[src/rtl/spectral_band_excision_mask_top_assert.svh]
// Assertion macros for the spectral band excision mask.
// Included by the top level; expects signals named clock and reset in scope.
`ifndef SPECTRAL_BAND_EXCISION_MASK_TOP_ASSERT_SVH
`define SPECTRAL_BAND_EXCISION_MASK_TOP_ASSERT_SVH

// A condition that must hold at every clock edge outside reset.
`define SBEM_ASSERT_ALWAYS(label, cond, msg) \
   label: assert property (@(posedge clock) disable iff (reset) (cond)) else $error(msg);

// An implication checked in the same cycle.
`define SBEM_ASSERT_IMPL(label, ante, cons, msg) \
   label: assert property (@(posedge clock) disable iff (reset) (ante) |-> (cons)) \
      else $error(msg);

// An implication checked in the next cycle.
`define SBEM_ASSERT_NEXT(label, ante, cons, msg) \
   label: assert property (@(posedge clock) disable iff (reset) (ante) |=> (cons)) \
      else $error(msg);

`endif

[src/rtl/sbem_pkg.sv]
// Shared constants, register indexes and structs of the band excision mask.
// Used by every module of the block through scoped names.
package sbem_pkg;

   localparam int MAX_POINTS  = 4096;
   localparam int CNT_W       = $clog2(MAX_POINTS + 1);
   localparam int FREQ_W      = 40;
   localparam int BW_W        = 34;
   localparam int OFF_W       = 36;
   localparam int EXT_W       = 42;
   localparam int FRAC_W      = 17;
   localparam int RESC_W      = 29;
   localparam int Q16_SHIFT   = 16;
   localparam int DIV_W       = CNT_W + Q16_SHIFT;
   localparam int STEP_W      = $clog2(DIV_W);
   localparam int QUEUE_DEPTH = 4;
   localparam int QPTR_W      = $clog2(QUEUE_DEPTH);
   localparam int QCNT_W      = $clog2(QUEUE_DEPTH + 1);
   localparam int REQ_DATA_W  = 112;
   localparam int RSP_DATA_W  = 48;
   localparam int CSR_IDX_W   = 2;
   localparam int CSR_DATA_W  = 40;

   localparam logic [RESC_W-1:0] RESCALE_MAX = {RESC_W{1'b1}};

   localparam logic [CSR_IDX_W-1:0] CSR_EXCLUDE_MODE = 2'd0;
   localparam logic [CSR_IDX_W-1:0] CSR_BAND_LOW     = 2'd1;
   localparam logic [CSR_IDX_W-1:0] CSR_BAND_HIGH    = 2'd2;

   typedef struct packed {
      logic              exclude_mode;
      logic [FREQ_W-1:0] band_low_hz;
      logic [FREQ_W-1:0] band_high_hz;
   } cfg_type;

   typedef struct packed {
      logic             keep;
      logic             last;
      logic             affected;
      logic             zero_all;
      logic [CNT_W-1:0] seen;
      logic [CNT_W-1:0] zeroed;
   } q_entry_type;

   typedef struct packed {
      logic             start;
      logic [DIV_W-1:0] dividend;
      logic [CNT_W-1:0] divisor;
   } div_req_type;

   typedef struct packed {
      logic             done;
      logic [DIV_W-1:0] quotient;
   } div_rsp_type;

endpackage

[src/rtl/sbem_front.sv]
// Front end: accepts spectral points, forms the point and channel edges,
// classifies each point and keeps the per-channel counts. Uses sbem_pkg.
module sbem_front (
   input  logic                        clock,
   input  logic                        reset,
   input  sbem_pkg::cfg_type           cfg,
   input  logic                        req_valid,
   output logic                        req_ready,
   input  logic [sbem_pkg::FREQ_W-1:0] sky_freq_hz,
   input  logic [sbem_pkg::BW_W-1:0]   chan_bandwidth_hz,
   input  logic                        lower_sideband,
   input  logic [sbem_pkg::OFF_W-1:0]  point_offset_hz,
   input  logic                        last_point,
   input  logic                        q_full,
   output logic                        q_push,
   output sbem_pkg::q_entry_type       q_entry
);

   localparam int EXT_W = sbem_pkg::EXT_W;
   localparam int CNT_W = sbem_pkg::CNT_W;

   logic signed [EXT_W-1:0] sky_s, bw_s, off_s, lo_s, hi_s;
   logic signed [EXT_W-1:0] f_in, ch_lo_in, ch_hi_in;
   logic signed [EXT_W-1:0] f_ff, ch_lo_ff, ch_hi_ff;
   logic                    s1_valid_ff, s1_valid_in, s1_last_ff;
   logic                    accept, overlap, zero;
   logic [CNT_W-1:0]        seen_ff, seen_in, zeroed_ff, zeroed_in;
   logic [CNT_W-1:0]        seen_next, zeroed_next;

   assign sky_s = signed'({{(EXT_W-sbem_pkg::FREQ_W){1'b0}}, sky_freq_hz});
   assign bw_s  = signed'({{(EXT_W-sbem_pkg::BW_W){1'b0}}, chan_bandwidth_hz});
   assign off_s = signed'({{(EXT_W-sbem_pkg::OFF_W){point_offset_hz[sbem_pkg::OFF_W-1]}},
                           point_offset_hz});
   assign lo_s  = signed'({{(EXT_W-sbem_pkg::FREQ_W){1'b0}}, cfg.band_low_hz});
   assign hi_s  = signed'({{(EXT_W-sbem_pkg::FREQ_W){1'b0}}, cfg.band_high_hz});

   assign req_ready = !s1_valid_ff || !q_full;
   assign accept    = req_valid && req_ready;
   assign q_push    = s1_valid_ff && !q_full;

   // First stage: the point frequency and the channel edges, at most one add or subtract each.
   always_comb begin
      if (lower_sideband) begin
         ch_lo_in = sky_s - bw_s;
         ch_hi_in = sky_s;
         f_in     = sky_s - off_s;
      end else begin
         ch_lo_in = sky_s;
         ch_hi_in = sky_s + bw_s;
         f_in     = sky_s + off_s;
      end
      if (accept) begin
         s1_valid_in = 1'b1;
      end else if (q_push) begin
         s1_valid_in = 1'b0;
      end else begin
         s1_valid_in = s1_valid_ff;
      end
   end

   // Second stage: compares against the band and the count update.
   always_comb begin
      overlap = (ch_lo_ff <= hi_s) && (lo_s <= ch_hi_ff);
      if (cfg.exclude_mode) begin
         zero = overlap && (lo_s < f_ff) && (f_ff < hi_s);
      end else begin
         zero = !overlap || (f_ff < lo_s) || (f_ff > hi_s);
      end
      // Counts stop at the maximum; further points are judged but not counted.
      if (seen_ff < CNT_W'(sbem_pkg::MAX_POINTS)) begin
         seen_next   = seen_ff + 1'b1;
         zeroed_next = zeroed_ff + CNT_W'(zero);
      end else begin
         seen_next   = seen_ff;
         zeroed_next = zeroed_ff;
      end
      if (q_push && s1_last_ff) begin
         seen_in   = '0;
         zeroed_in = '0;
      end else if (q_push) begin
         seen_in   = seen_next;
         zeroed_in = zeroed_next;
      end else begin
         seen_in   = seen_ff;
         zeroed_in = zeroed_ff;
      end
      q_entry.keep     = !zero;
      q_entry.last     = s1_last_ff;
      q_entry.affected = overlap || !cfg.exclude_mode;
      q_entry.zero_all = !overlap && !cfg.exclude_mode;
      q_entry.seen     = seen_next;
      q_entry.zeroed   = zeroed_next;
   end

   always_ff @(posedge clock) begin
      if (reset) begin
         s1_valid_ff <= 1'b0;
         seen_ff     <= '0;
         zeroed_ff   <= '0;
      end else begin
         s1_valid_ff <= s1_valid_in;
         seen_ff     <= seen_in;
         zeroed_ff   <= zeroed_in;
      end
   end

   always_ff @(posedge clock) begin
      if (accept) begin
         f_ff       <= f_in;
         ch_lo_ff   <= ch_lo_in;
         ch_hi_ff   <= ch_hi_in;
         s1_last_ff <= last_point;
      end
   end

endmodule

[src/rtl/sbem_fifo.sv]
// Short queue of classified points between the front and back ends.
// Entry type and depth come from sbem_pkg.
module sbem_fifo (
   input  logic                  clock,
   input  logic                  reset,
   input  logic                  push,
   input  sbem_pkg::q_entry_type push_entry,
   input  logic                  pop,
   output sbem_pkg::q_entry_type head,
   output logic                  full,
   output logic                  empty
);

   localparam int QPTR_W = sbem_pkg::QPTR_W;
   localparam int QCNT_W = sbem_pkg::QCNT_W;

   sbem_pkg::q_entry_type slots_ff [sbem_pkg::QUEUE_DEPTH];
   logic [QPTR_W-1:0]     wr_ptr_ff, wr_ptr_in, rd_ptr_ff, rd_ptr_in;
   logic [QCNT_W-1:0]     count_ff, count_in;

   assign full  = (count_ff == QCNT_W'(sbem_pkg::QUEUE_DEPTH));
   assign empty = (count_ff == '0);
   assign head  = slots_ff[rd_ptr_ff];

   always_comb begin
      wr_ptr_in = wr_ptr_ff;
      rd_ptr_in = rd_ptr_ff;
      count_in  = count_ff;
      if (push) begin
         wr_ptr_in = (wr_ptr_ff == QPTR_W'(sbem_pkg::QUEUE_DEPTH - 1)) ? '0
                                                                      : wr_ptr_ff + 1'b1;
      end
      if (pop) begin
         rd_ptr_in = (rd_ptr_ff == QPTR_W'(sbem_pkg::QUEUE_DEPTH - 1)) ? '0
                                                                      : rd_ptr_ff + 1'b1;
      end
      if (push && !pop) begin
         count_in = count_ff + 1'b1;
      end else if (pop && !push) begin
         count_in = count_ff - 1'b1;
      end
   end

   always_ff @(posedge clock) begin
      if (reset) begin
         wr_ptr_ff <= '0;
         rd_ptr_ff <= '0;
         count_ff  <= '0;
      end else begin
         wr_ptr_ff <= wr_ptr_in;
         rd_ptr_ff <= rd_ptr_in;
         count_ff  <= count_in;
      end
   end

   always_ff @(posedge clock) begin
      if (push) begin
         slots_ff[wr_ptr_ff] <= push_entry;
      end
   end

endmodule

[src/rtl/sbem_div.sv]
// Radix-2 restoring divider, one quotient bit per cycle.
// Serves both end-of-channel ratios; widths from sbem_pkg.
module sbem_div (
   input  logic                  clock,
   input  logic                  reset,
   input  sbem_pkg::div_req_type req,
   output sbem_pkg::div_rsp_type rsp
);

   localparam int DIV_W  = sbem_pkg::DIV_W;
   localparam int CNT_W  = sbem_pkg::CNT_W;
   localparam int STEP_W = sbem_pkg::STEP_W;

   logic              busy_ff, busy_in, done_ff, done_in;
   logic [STEP_W-1:0] step_ff, step_in;
   logic [CNT_W-1:0]  rem_ff, rem_in, dvs_ff, dvs_in;
   logic [DIV_W-1:0]  quo_ff, quo_in;
   logic [CNT_W:0]    trial;
   logic              fits;

   // The remainder stays below the divisor, so the shifted value fits CNT_W+1 bits.
   assign trial = {rem_ff, quo_ff[DIV_W-1]};
   assign fits  = (trial >= {1'b0, dvs_ff});

   always_comb begin
      busy_in = busy_ff;
      done_in = 1'b0;
      step_in = step_ff;
      rem_in  = rem_ff;
      dvs_in  = dvs_ff;
      quo_in  = quo_ff;
      if (req.start) begin
         busy_in = 1'b1;
         step_in = '0;
         rem_in  = '0;
         dvs_in  = req.divisor;
         quo_in  = req.dividend;
      end else if (busy_ff) begin
         rem_in  = fits ? CNT_W'(trial - {1'b0, dvs_ff}) : trial[CNT_W-1:0];
         quo_in  = {quo_ff[DIV_W-2:0], fits};
         step_in = step_ff + 1'b1;
         if (step_ff == STEP_W'(DIV_W - 1)) begin
            busy_in = 1'b0;
            done_in = 1'b1;
         end
      end
   end

   always_ff @(posedge clock) begin
      if (reset) begin
         busy_ff <= 1'b0;
         done_ff <= 1'b0;
         step_ff <= '0;
      end else begin
         busy_ff <= busy_in;
         done_ff <= done_in;
         step_ff <= step_in;
      end
   end

   always_ff @(posedge clock) begin
      rem_ff <= rem_in;
      dvs_ff <= dvs_in;
      quo_ff <= quo_in;
   end

   assign rsp.done     = done_ff;
   assign rsp.quotient = quo_ff;

endmodule

[src/rtl/sbem_back.sv]
// Back end: drains the queue, runs the end-of-channel divisions and drives
// the result register. Uses sbem_pkg and the sbem_div request structs.
module sbem_back (
   input  logic                                clock,
   input  logic                                reset,
   input  sbem_pkg::q_entry_type               head,
   input  logic                                q_empty,
   output logic                                q_pop,
   output sbem_pkg::div_req_type               div_req,
   input  sbem_pkg::div_rsp_type               div_rsp,
   output logic                                rsp_valid,
   input  logic                                rsp_ready,
   output logic                                rsp_last,
   output logic [sbem_pkg::RSP_DATA_W-1:0]     rsp_data
);

   localparam int CNT_W  = sbem_pkg::CNT_W;
   localparam int FRAC_W = sbem_pkg::FRAC_W;
   localparam int RESC_W = sbem_pkg::RESC_W;
   localparam int DATA_W = sbem_pkg::RSP_DATA_W;

   typedef enum logic [3:0] {
      ST_IDLE = 4'b0001,
      ST_FRAC = 4'b0010,
      ST_RESC = 4'b0100,
      ST_EMIT = 4'b1000
   } back_state_type;

   back_state_type    state_ff, state_in;
   logic              keep_ff, keep_in, aff_ff, aff_in;
   logic [CNT_W-1:0]  seen_ff, seen_in, kept_ff, kept_in, head_kept;
   logic [FRAC_W-1:0] frac_ff, frac_in;
   logic [RESC_W-1:0] resc_ff, resc_in;
   logic              rsp_valid_ff, rsp_valid_in, rsp_last_ff, rsp_last_in;
   logic [DATA_W-1:0] rsp_data_ff, rsp_data_in;
   logic              out_free;

   assign out_free  = !rsp_valid_ff || rsp_ready;
   assign head_kept = head.seen - head.zeroed;

   always_comb begin
      state_in     = state_ff;
      keep_in      = keep_ff;
      aff_in       = aff_ff;
      seen_in      = seen_ff;
      kept_in      = kept_ff;
      frac_in      = frac_ff;
      resc_in      = resc_ff;
      rsp_valid_in = rsp_valid_ff && !rsp_ready;
      rsp_last_in  = rsp_last_ff;
      rsp_data_in  = rsp_data_ff;
      q_pop        = 1'b0;
      div_req      = '0;
      case (state_ff)
         ST_IDLE: begin
            if (!q_empty && head.last) begin
               q_pop   = 1'b1;
               keep_in = head.keep;
               aff_in  = head.affected;
               seen_in = head.seen;
               kept_in = head_kept;
               if (head.zero_all || (head.seen == '0)) begin
                  frac_in  = '0;
                  resc_in  = '0;
                  state_in = ST_EMIT;
               end else begin
                  div_req.start    = 1'b1;
                  div_req.dividend = {head_kept, {sbem_pkg::Q16_SHIFT{1'b0}}};
                  div_req.divisor  = head.seen;
                  state_in         = ST_FRAC;
               end
            end else if (!q_empty && out_free) begin
               // Ordinary point: straight to the result register.
               q_pop        = 1'b1;
               rsp_valid_in = 1'b1;
               rsp_last_in  = 1'b0;
               rsp_data_in  = {{(DATA_W-1){1'b0}}, head.keep};
            end
         end
         ST_FRAC: begin
            if (div_rsp.done) begin
               frac_in = div_rsp.quotient[FRAC_W-1:0];
               if (kept_ff == '0) begin
                  resc_in  = '0;
                  state_in = ST_EMIT;
               end else begin
                  div_req.start    = 1'b1;
                  div_req.dividend = {seen_ff, {sbem_pkg::Q16_SHIFT{1'b0}}};
                  div_req.divisor  = kept_ff;
                  state_in         = ST_RESC;
               end
            end
         end
         ST_RESC: begin
            if (div_rsp.done) begin
               resc_in  = (div_rsp.quotient > sbem_pkg::DIV_W'(sbem_pkg::RESCALE_MAX))
                          ? sbem_pkg::RESCALE_MAX : div_rsp.quotient[RESC_W-1:0];
               state_in = ST_EMIT;
            end
         end
         ST_EMIT: begin
            if (out_free) begin
               rsp_valid_in = 1'b1;
               rsp_last_in  = 1'b1;
               rsp_data_in  = {resc_ff, frac_ff, aff_ff, keep_ff};
               state_in     = ST_IDLE;
            end
         end
         default: begin
            state_in = ST_IDLE;
         end
      endcase
   end

   always_ff @(posedge clock) begin
      if (reset) begin
         state_ff     <= ST_IDLE;
         rsp_valid_ff <= 1'b0;
      end else begin
         state_ff     <= state_in;
         rsp_valid_ff <= rsp_valid_in;
      end
   end

   always_ff @(posedge clock) begin
      keep_ff     <= keep_in;
      aff_ff      <= aff_in;
      seen_ff     <= seen_in;
      kept_ff     <= kept_in;
      frac_ff     <= frac_in;
      resc_ff     <= resc_in;
      rsp_last_ff <= rsp_last_in;
      rsp_data_ff <= rsp_data_in;
   end

   assign rsp_valid = rsp_valid_ff;
   assign rsp_last  = rsp_last_ff;
   assign rsp_data  = rsp_data_ff;

endmodule

[src/rtl/spectral_band_excision_mask_top.sv]
// Ordinary points: front-end stage register, queue, then result register; one item per cycle
// while the output takes items and the back end is idle. The last point of a channel holds
// the back end for up to two 29-step divisions in the shared bit-serial divider.
// Queued points keep being accepted while it runs, until the 4-entry queue fills.
// Synchronous active-high reset clears all handshake state and the channel
// counts, and sets exclusion mode with both band edges at zero.
module spectral_band_excision_mask_top (
   input  logic                                  clock,
   input  logic                                  reset,
   input  logic                                  csr_valid,
   output logic                                  csr_ready,
   input  logic [sbem_pkg::CSR_IDX_W-1:0]        csr_index,
   input  logic [sbem_pkg::CSR_DATA_W-1:0]       csr_data,
   input  logic                                  req_tvalid,
   output logic                                  req_tready,
   // sky_freq_hz[39:0], chan_bandwidth_hz[73:40], point_offset_hz[109:74], zero pad
   input  logic [sbem_pkg::REQ_DATA_W-1:0]       req_tdata,
   // lower_sideband
   input  logic                                  req_tuser,
   input  logic                                  req_tlast,
   output logic                                  rsp_tvalid,
   input  logic                                  rsp_tready,
   // keep_point[0], channel_affected[1], used_fraction_q16[18:2], rescale_q16[47:19]
   output logic [sbem_pkg::RSP_DATA_W-1:0]       rsp_tdata,
   output logic                                  rsp_tlast
);

`include "spectral_band_excision_mask_top_assert.svh"

   localparam int SKY_LO = 0;
   localparam int BW_LO  = SKY_LO + sbem_pkg::FREQ_W;
   localparam int OFF_LO = BW_LO + sbem_pkg::BW_W;

   sbem_pkg::cfg_type     cfg_ff, cfg_in;
   sbem_pkg::q_entry_type q_entry, q_head;
   sbem_pkg::div_req_type div_req;
   sbem_pkg::div_rsp_type div_rsp;
   logic                  q_push, q_pop, q_full, q_empty;

   assign csr_ready = 1'b1;

   always_comb begin
      cfg_in = cfg_ff;
      if (csr_valid) begin
         case (csr_index)
            sbem_pkg::CSR_EXCLUDE_MODE: cfg_in.exclude_mode = csr_data[0];
            sbem_pkg::CSR_BAND_LOW:     cfg_in.band_low_hz  = csr_data;
            sbem_pkg::CSR_BAND_HIGH:    cfg_in.band_high_hz = csr_data;
            default:                    cfg_in = cfg_ff;
         endcase
      end
   end

   always_ff @(posedge clock) begin
      if (reset) begin
         cfg_ff.exclude_mode <= 1'b1;
         cfg_ff.band_low_hz  <= '0;
         cfg_ff.band_high_hz <= '0;
      end else begin
         cfg_ff <= cfg_in;
      end
   end

   sbem_front u_front (
      .clock             (clock),
      .reset             (reset),
      .cfg               (cfg_ff),
      .req_valid         (req_tvalid),
      .req_ready         (req_tready),
      .sky_freq_hz       (req_tdata[SKY_LO +: sbem_pkg::FREQ_W]),
      .chan_bandwidth_hz (req_tdata[BW_LO +: sbem_pkg::BW_W]),
      .lower_sideband    (req_tuser),
      .point_offset_hz   (req_tdata[OFF_LO +: sbem_pkg::OFF_W]),
      .last_point        (req_tlast),
      .q_full            (q_full),
      .q_push            (q_push),
      .q_entry           (q_entry)
   );

   sbem_fifo u_fifo (
      .clock      (clock),
      .reset      (reset),
      .push       (q_push),
      .push_entry (q_entry),
      .pop        (q_pop),
      .head       (q_head),
      .full       (q_full),
      .empty      (q_empty)
   );

   sbem_div u_div (
      .clock (clock),
      .reset (reset),
      .req   (div_req),
      .rsp   (div_rsp)
   );

   sbem_back u_back (
      .clock     (clock),
      .reset     (reset),
      .head      (q_head),
      .q_empty   (q_empty),
      .q_pop     (q_pop),
      .div_req   (div_req),
      .div_rsp   (div_rsp),
      .rsp_valid (rsp_tvalid),
      .rsp_ready (rsp_tready),
      .rsp_last  (rsp_tlast),
      .rsp_data  (rsp_tdata)
   );

   // The front end must never push into a full queue nor the back end pop an empty one.
   `SBEM_ASSERT_IMPL(a_no_overflow, q_push, !q_full, "queue push while full")
   `SBEM_ASSERT_IMPL(a_no_underflow, q_pop, !q_empty, "queue pop while empty")
   // A point that does not close a channel carries no channel results.
   `SBEM_ASSERT_IMPL(a_mid_channel_clean, rsp_tvalid && !rsp_tlast,
      rsp_tdata[sbem_pkg::RSP_DATA_W-1:1] == '0, "channel result on a mid-channel item")
   // A divider result never arrives straight after a start; it comes only while the back end waits.
   `SBEM_ASSERT_NEXT(a_div_one_shot, div_req.start, !div_rsp.done,
      "divider finished right after a start")

endmodule

[config.mk]
export PLATFORM = sky130hd
export DESIGN_NAME = spectral_band_excision_mask_top
export DESIGN_NICKNAME = d
export VERILOG_FILES = /design/src/rtl/sbem_pkg.sv /design/src/rtl/sbem_front.sv /design/src/rtl/sbem_fifo.sv /design/src/rtl/sbem_div.sv /design/src/rtl/sbem_back.sv /design/src/rtl/spectral_band_excision_mask_top.sv
export VERILOG_INCLUDE_DIRS = /design/src /design/src/rtl
export SDC_FILE = /design/constraint.sdc
export NUM_CORES = 1
export LEC_CHECK = 0
export BUFFER_PORTS_ARGS = -buffer_cell sky130_fd_sc_hd__buf_2
export CORE_MARGIN = 2
export CORE_UTILIZATION = 30
export DETAILED_ROUTE_END_ITERATION = 10
export GPL_TIMING_DRIVEN = 0
export PLACE_DENSITY = 0.47
export SKIP_LAST_GASP = 1
export SLEW_MARGIN = 30
export SYNTH_ARGS = -nofsm -noshare
export SYNTH_HDL_FRONTEND = slang
export SYNTH_SLANG_ARGS = --single-unit
[constraint.sdc]
create_clock -name clock -period 8.8 [get_ports clock]
set_clock_uncertainty 0.2 [all_clocks]
set_input_delay 1.76 -clock clock [delete_from_list [all_inputs] [get_ports clock]]
set_output_delay 1.76 -clock clock [all_outputs]
set_load 0.05 [all_outputs]
Yosys cells after proc, flatten, opt, wreduce, memory -nomap -nowiden
Memories as Yosys holds them, arrays and structs flattened. A register that Yosys moved wholly into a read port is not among the register bits.
Index checks and enable logic that the tools add are counted.

operators by class
  add/subtract/negate cells = 13
  $lt $le $gt $ge = 9
  equal/unequal tests = 18
  muxes and demuxes = 61
  bitwise operators = 1
  reduce and logical (&&, ||, !) cells = 49

operator list
  kind                                                    count
  two-way mux 29 bit                                      8
  two-way mux 43 bit                                      4
  two-way mux 48 bit                                      3
  case mux 48 bit (2 select lines)                        1
  case mux 29 bit (3 select lines)                        1
  case mux 43 bit (2 select lines)                        1
  less-than comparator 42 x 41 -> 1 bit                   2
  two-way mux 40 bit                                      2
  two-way mux 17 bit                                      3
  adder 41 x 36 -> 42 bit                                 1
  greater-than comparator 42 x 41 -> 1 bit                1
  less-than comparator 41 x 42 -> 1 bit                   1
  two-way mux 42 bit                                      1
  subtractor 41 x 36 -> 42 bit                            1
  adder 40 x 34 -> 41 bit                                 1
  <= comparator 40 x 41 -> 1 bit                          1
  <= comparator 41 bit                                    1
  subtractor 40 x 34 -> 41 bit                            1
  two-way mux 13 bit                                      3
  case mux 17 bit (2 select lines)                        1
  greater-than comparator 29 bit (second input constant)  1
  zero test 13 bit                                        2
  subtractor 13 bit                                       2
  two-way mux 4 bit                                       6
  36 further kinds                                        102

storage, ports and cells
  flip-flop bits (word level) = 430
  bits in writable memories = 120
  output and inout port bits = 52
  logic and storage cells = 183
  memories kept = 1

memories
  name             depth  width  rd ports  clocked after Yosys merged registers in  write ports  RTL line         RTL
  u_fifo.slots_ff  4      30     1         1                                        1            sbem_fifo.sv:17  sbem_pkg::q_entry_type slots_ff [sbem_pkg::QUEUE_DEPTH];

Logic depth before layout (Yosys ltp)
  depth in word-level cells = 9
  mapped depth = 21
  mapped depth without buffers = 20

Cells and area by module
From an unflattened synthesis, not the netlist that was laid out.

second synthesis, totals
  cell total of the unflattened synthesis = 3,339
  area total of the unflattened synthesis = 34,688.3 um2

by module, submodules not included
  module                           instances  cells an instance  area an instance (um2)  sequential area each (um2)
  sbem_front                       1          2,102              17,367.9                4,294.1
  sbem_back                        1          430                5,803.1                 3,793.6
  sbem_fifo                        1          200                4,768.3                 3,783.6
  spectral_band_excision_mask_top  1          313                3,409.5                 1,621.6
  sbem_div                         1          294                3,339.5                 1,661.6

Worst setup path before layout
Ideal clock, no wire load.

  path kind = input-to-reg
  from = in req_tvalid
  to = reg u_front.ch_hi_ff[0] (enable)
  library setup time = 0.684 ns
  arrival time = 8.035 ns
  required time = 7.916 ns
  slack = -0.119 ns
  stages = 2
  buffers on the path = 0
  path through = inv_1 a31oi_1

on the way
  cells in the longest elaborated chain, start to end = 1

ends and longest elaborated chain
  element                 RTL line                               RTL
  start: declaration      spectral_band_excision_mask_top.sv:14  input logic req_tvalid,
  logical AND 1 bit       sbem_front.sv:38                       assign accept = req_valid && req_ready;
  net u_front.accept      sbem_front.sv:26                       logic accept, overlap, zero;
  end signal: assignment  sbem_front.sv:111                      ch_hi_ff <= ch_hi_in;
  end: declaration        sbem_front.sv:24                       logic signed [EXT_W-1:0] f_ff, ch_lo_ff, ch_hi_ff;

The timed path passes the listed nets, and every way through them passes these cells.
A chain may end at the register's enable or synchronous reset.

Worst setup path after layout
  from = in req_tuser
  to = reg u_front.f_ff[40] (data pin)

on the way
  cells in the longest elaborated chain, start to end = 1

ends and longest elaborated chain
  element                 RTL line                               RTL
  start: declaration      spectral_band_excision_mask_top.sv:19  input logic req_tuser,
  two-way mux 42 bit      sbem_front.sv:43                       if (lower_sideband) begin
  net u_front.f_in[40]    sbem_front.sv:23                       logic signed [EXT_W-1:0] f_in, ch_lo_in, ch_hi_in;
  end signal: assignment  sbem_front.sv:109                      f_ff <= f_in;
  end: declaration        sbem_front.sv:24

The timed path passes the listed nets, and every way through them passes these cells.

==> run summary <==
Status: finished clean
Number of cell rows: 121
CP cell instances: clkbuf_1 -> clkbuf_1 -> buf_1 -> mux2i_1 -> fa_1 -> a21o_1 -> nor3b_1 -> o31a_1 -> o21ai_1 -> a211oi_1 -> o21a_1 -> a221o_1 -> a21oi_1 -> xnor2_1
R2r setup slk: 3.10 ns
Critical Path AT: 6.85 ns
Setup WS post-layout: 2.11 ns
Drt initial violations: 1,286
Clock group share of total power: 0.259
Die height: 335 um
Cell-internal power: 0.00608 W
Gate Count Post-Synth: 3,227
Share of flip-flops with an asynchronous set or reset: 0
Total Wirelength: 95.6 mm
Switching share of total power: 0.352
CTS clk-pin slew, worst paths: 0.06 ns
Most common cell after layout, fill and taps aside: edfxtp_1
Number of global-route vias before repair: 24,200
# Post-CTS Setup Buffers: 0
Most frequent cells in the layout: edfxtp_1, nand2_1, ha_1
Post_cts resized: 0
CORE AREA: 109,000 sq um
Vias: 24,100
Drt via density: 4.84
CTS sink cnt: 552
Total CTS buffers: 60
Setup TNS: 0 ns
CTS HTree Levels: 2
Worst path required time: 8.96 ns
Critical Path Source: req_tuser
Crit share post-route: 0.761
Unrepaired setup endpoints after global routing: false
Die X: 335 um
Critical Path Sink Type: register
Post-synth EDFFs: 410
First-pass GRT wire length: 145 mm
Largest net degree at the start of global routing: 30
Seq pwr share: 0.401
Die ar.: 112,000 sq um
WHS Path Cells: 2
Pleak: 15.1 nW
Max FO, Critical Path: 10
Maxcap violations: 0
Slowest CP cell: buf_1
Yosys reg bits: 552
Setup violations, final: 0
CTS tree: built
Max Clock Freq: 0.149 GHz
Hold_buf cts: 0
Netlist cell types: 93
Most used DFF post-synth: edfxtp_1
Pwr Density: 246 nW/um^2
Number of routed nets with antenna violations: 0
Worst slew pin tran: 1.02 ns
Hold Path Class: register to register
RePlAce Congestion: 0.877
Post-synthesis sequential area ratio: 0.460
Initial Util: 0.302
Ports: 213
Layout fillers: 11,000
Max Root-Sink Buffers: 3
Mapped cell area: 32,900 sq um
Final Hold Fails: 0
Tmin final: 6.69 ns
Share of post-route cells with drive strength above 1: 0.126
Setup WS pre-CTS: 1.44 ns
Peak supply drop: 0.000153 V
Hold Startpoint: cfg_ff[6]
Nets@finish: 3,988
Pins Over Slew Limit: 0
Clock insertion delay at the later pin of the skew report: 0.64 ns
Port bufs: 208
Syn_nets: 3,699
Reg2reg end: u_fifo.slots_ff[2][12]
P_sw: 0.00331 W
Pre-antenna DRT Iters: 5
Hold Crit Endpoint: cfg_ff[6]
CP Launch Type: primary input
Total track usage: 0.168
Overflow after GRT: 0
Critical path's most frequent cell: clkbuf_1
Drt wl/cell: 19.2 um
DRC viols: 0
Max-slew headroom: 0.314
Antenna violations before repair: 24
R2R Path Start: cfg_ff[22]
Path depth of the worst reg2reg path: 18
Critical path class: primary input to register
Area Overhead vs Synth: 15.6%
Synth Area per Inst: 10.2 sq um
Combinational Power Share: 0.340
Syn. warnings: 0
CTS root buffer: clkbuf_16
Dpl hpwl: 77.8 mm
CP peak stage delay: 0.77 ns
==> final cells by class <==
class | instances | area (sq um) | area share
Inverter | 257 | 965 | 0.0253
Clock buffer | 77 | 1610 | 0.0423
Timing Repair Buffer | 227 | 1420 | 0.0373
Sequential cell | 552 | 15200 | 0.398
Antenna cell | 6 | 15.0 | 0.000394
Clock inverter | 35 | 284 | 0.00746
Tap cell | 1414 | 1770 | 0.0465
Multi-Input combinational cell | 2287 | 16300 | 0.429
Buffer | 131 | 533 | 0.0140
==> power groups by stage <==
stage	registers [W]	logic [W]	clock network [W]
floorplan	0.00408	0.00194	0
global route	0.00382	0.00354	0.00260
global placement	0.00385	0.00311	0
detailed placement	0.00382	0.00321	0
finish	0.00376	0.00319	0.00243
CTS	0.00377	0.00323	0.00250
==> cell usage after synthesis, drive strengths merged, types with 9 or more instances <==
library cell  number  area share
a31oi             16      0.0030
or2               11      0.0021
nor2             174       0.020
nor3              66       0.010
xor2              60       0.016
a211oi            18      0.0046
o31ai             11      0.0025
inv              253       0.029
o211ai            18      0.0046
mux4              30       0.021
and3              23      0.0044
mux2              35       0.012
a22o              11      0.0029
mux2i             19      0.0058
edfxtp           410        0.37
dfxtp            142       0.086
a21o              76       0.017
buf               35      0.0052
a21oi            291       0.045
nand4             53       0.010
nand2b            35      0.0066
nor2b             28      0.0053
xnor2            146       0.039
o21bai            20      0.0046
o21ai            130       0.020
ha               305        0.12
nand3             52      0.0079
nor3b              9      0.0022
a22oi             12      0.0027
nand2            332       0.038
nor4              27      0.0051
a2111oi            9      0.0032
and2             118       0.022
o21a              23      0.0052
clkbuf            96       0.011
or3               16      0.0030
o31a              10      0.0027
==> how the worst max path moves through the flow <==
stage / to / cells past startpoint
3_3_place_gp: u_front.ch_hi_ff[1] / 3
5_1_grt: u_front.f_ff[34] / 16
2_1_floorplan: u_front.ch_hi_ff[0] / 2
4_1_cts: u_front.f_ff[34] / 16
6_report: u_front.f_ff[40] / 14
3_5_place_dp: u_front.f_ff[34] / 16
==> kinds of logic after synthesis <==
| logic type | count (synthesis) | share of synthesized area |
|---|---|---|
| AND/OR/NAND/NOR | 972 | 0.145 |
| AO/OA/AOI/OAI | 713 | 0.137 |
| flip-flops | 552 | 0.460 |
| buffers and inverters | 388 | 0.0455 |
| adder cells (fa/ha/maj) | 311 | 0.120 |
| XOR/XNOR | 206 | 0.0548 |
| multiplexers | 84 | 0.0383 |
| other | 1 | 0.000114 |
==> stage by stage <==
step / cell area (sq um) / cells / power (W) / utilization / hold WS [ns]
floorplan: 32900 / 3227 / 0.00602 / - / 0.236
global placement: 35700 / 4849 / 0.00696 / 0.328 / 0.243
detailed placement: 36200 / 4868 / 0.00703 / 0.332 / 0.249
CTS: 38100 / 4980 / 0.00949 / 0.350 / 0.259
global route: 38100 / 4981 / 0.00997 / 0.350 / 0.278
finish: 38100 / 4986 / 0.00938 / 0.350 / 0.260
==> sequential cells by signal, summed over array words and instances, names as in the netlist, 4 cells and up, named ones only <==
name	cells
u_back.frac_ff	17
u_div.quo_ff	29
u_back.resc_ff	29
u_div.rem_ff	13
u_front.zeroed_ff	13
u_back.kept_ff	13
u_front.ch_hi_ff	41
u_div.dvs_ff	13
cfg_ff	81
u_back.seen_ff	13
u_front.f_ff	42
u_fifo.slots_ff	120
u_back.state_ff	4
u_front.ch_lo_ff	41
u_div.step_ff	5
u_front.seen_ff	13
u_back.rsp_data	48
==> critical path: cells and delay by family <==
kind	cells	cell delay, ns
adders and majority gates	1	0.50
and+or+nand+nor	1	0.15
muxes	1	0.32
buffers and inverters	3	1.86
AOI/OAI and AO/OA	7	2.14
xor gates and xnor gates	1	0.08
==> metal layers <==
metal	share of wire	vias to the layer above	wire length, um	GRT usage
li1	-	12200	-	-
met1	0.45	11300	42900	0.214
met2	0.47	469	45200	0.288
met3	0.053	132	5020	0.0341
met4	0.024	28	2290	0.0438
met5	0.0017	-	165	0
No activity file was read; power rests on OpenSTA's default activity.
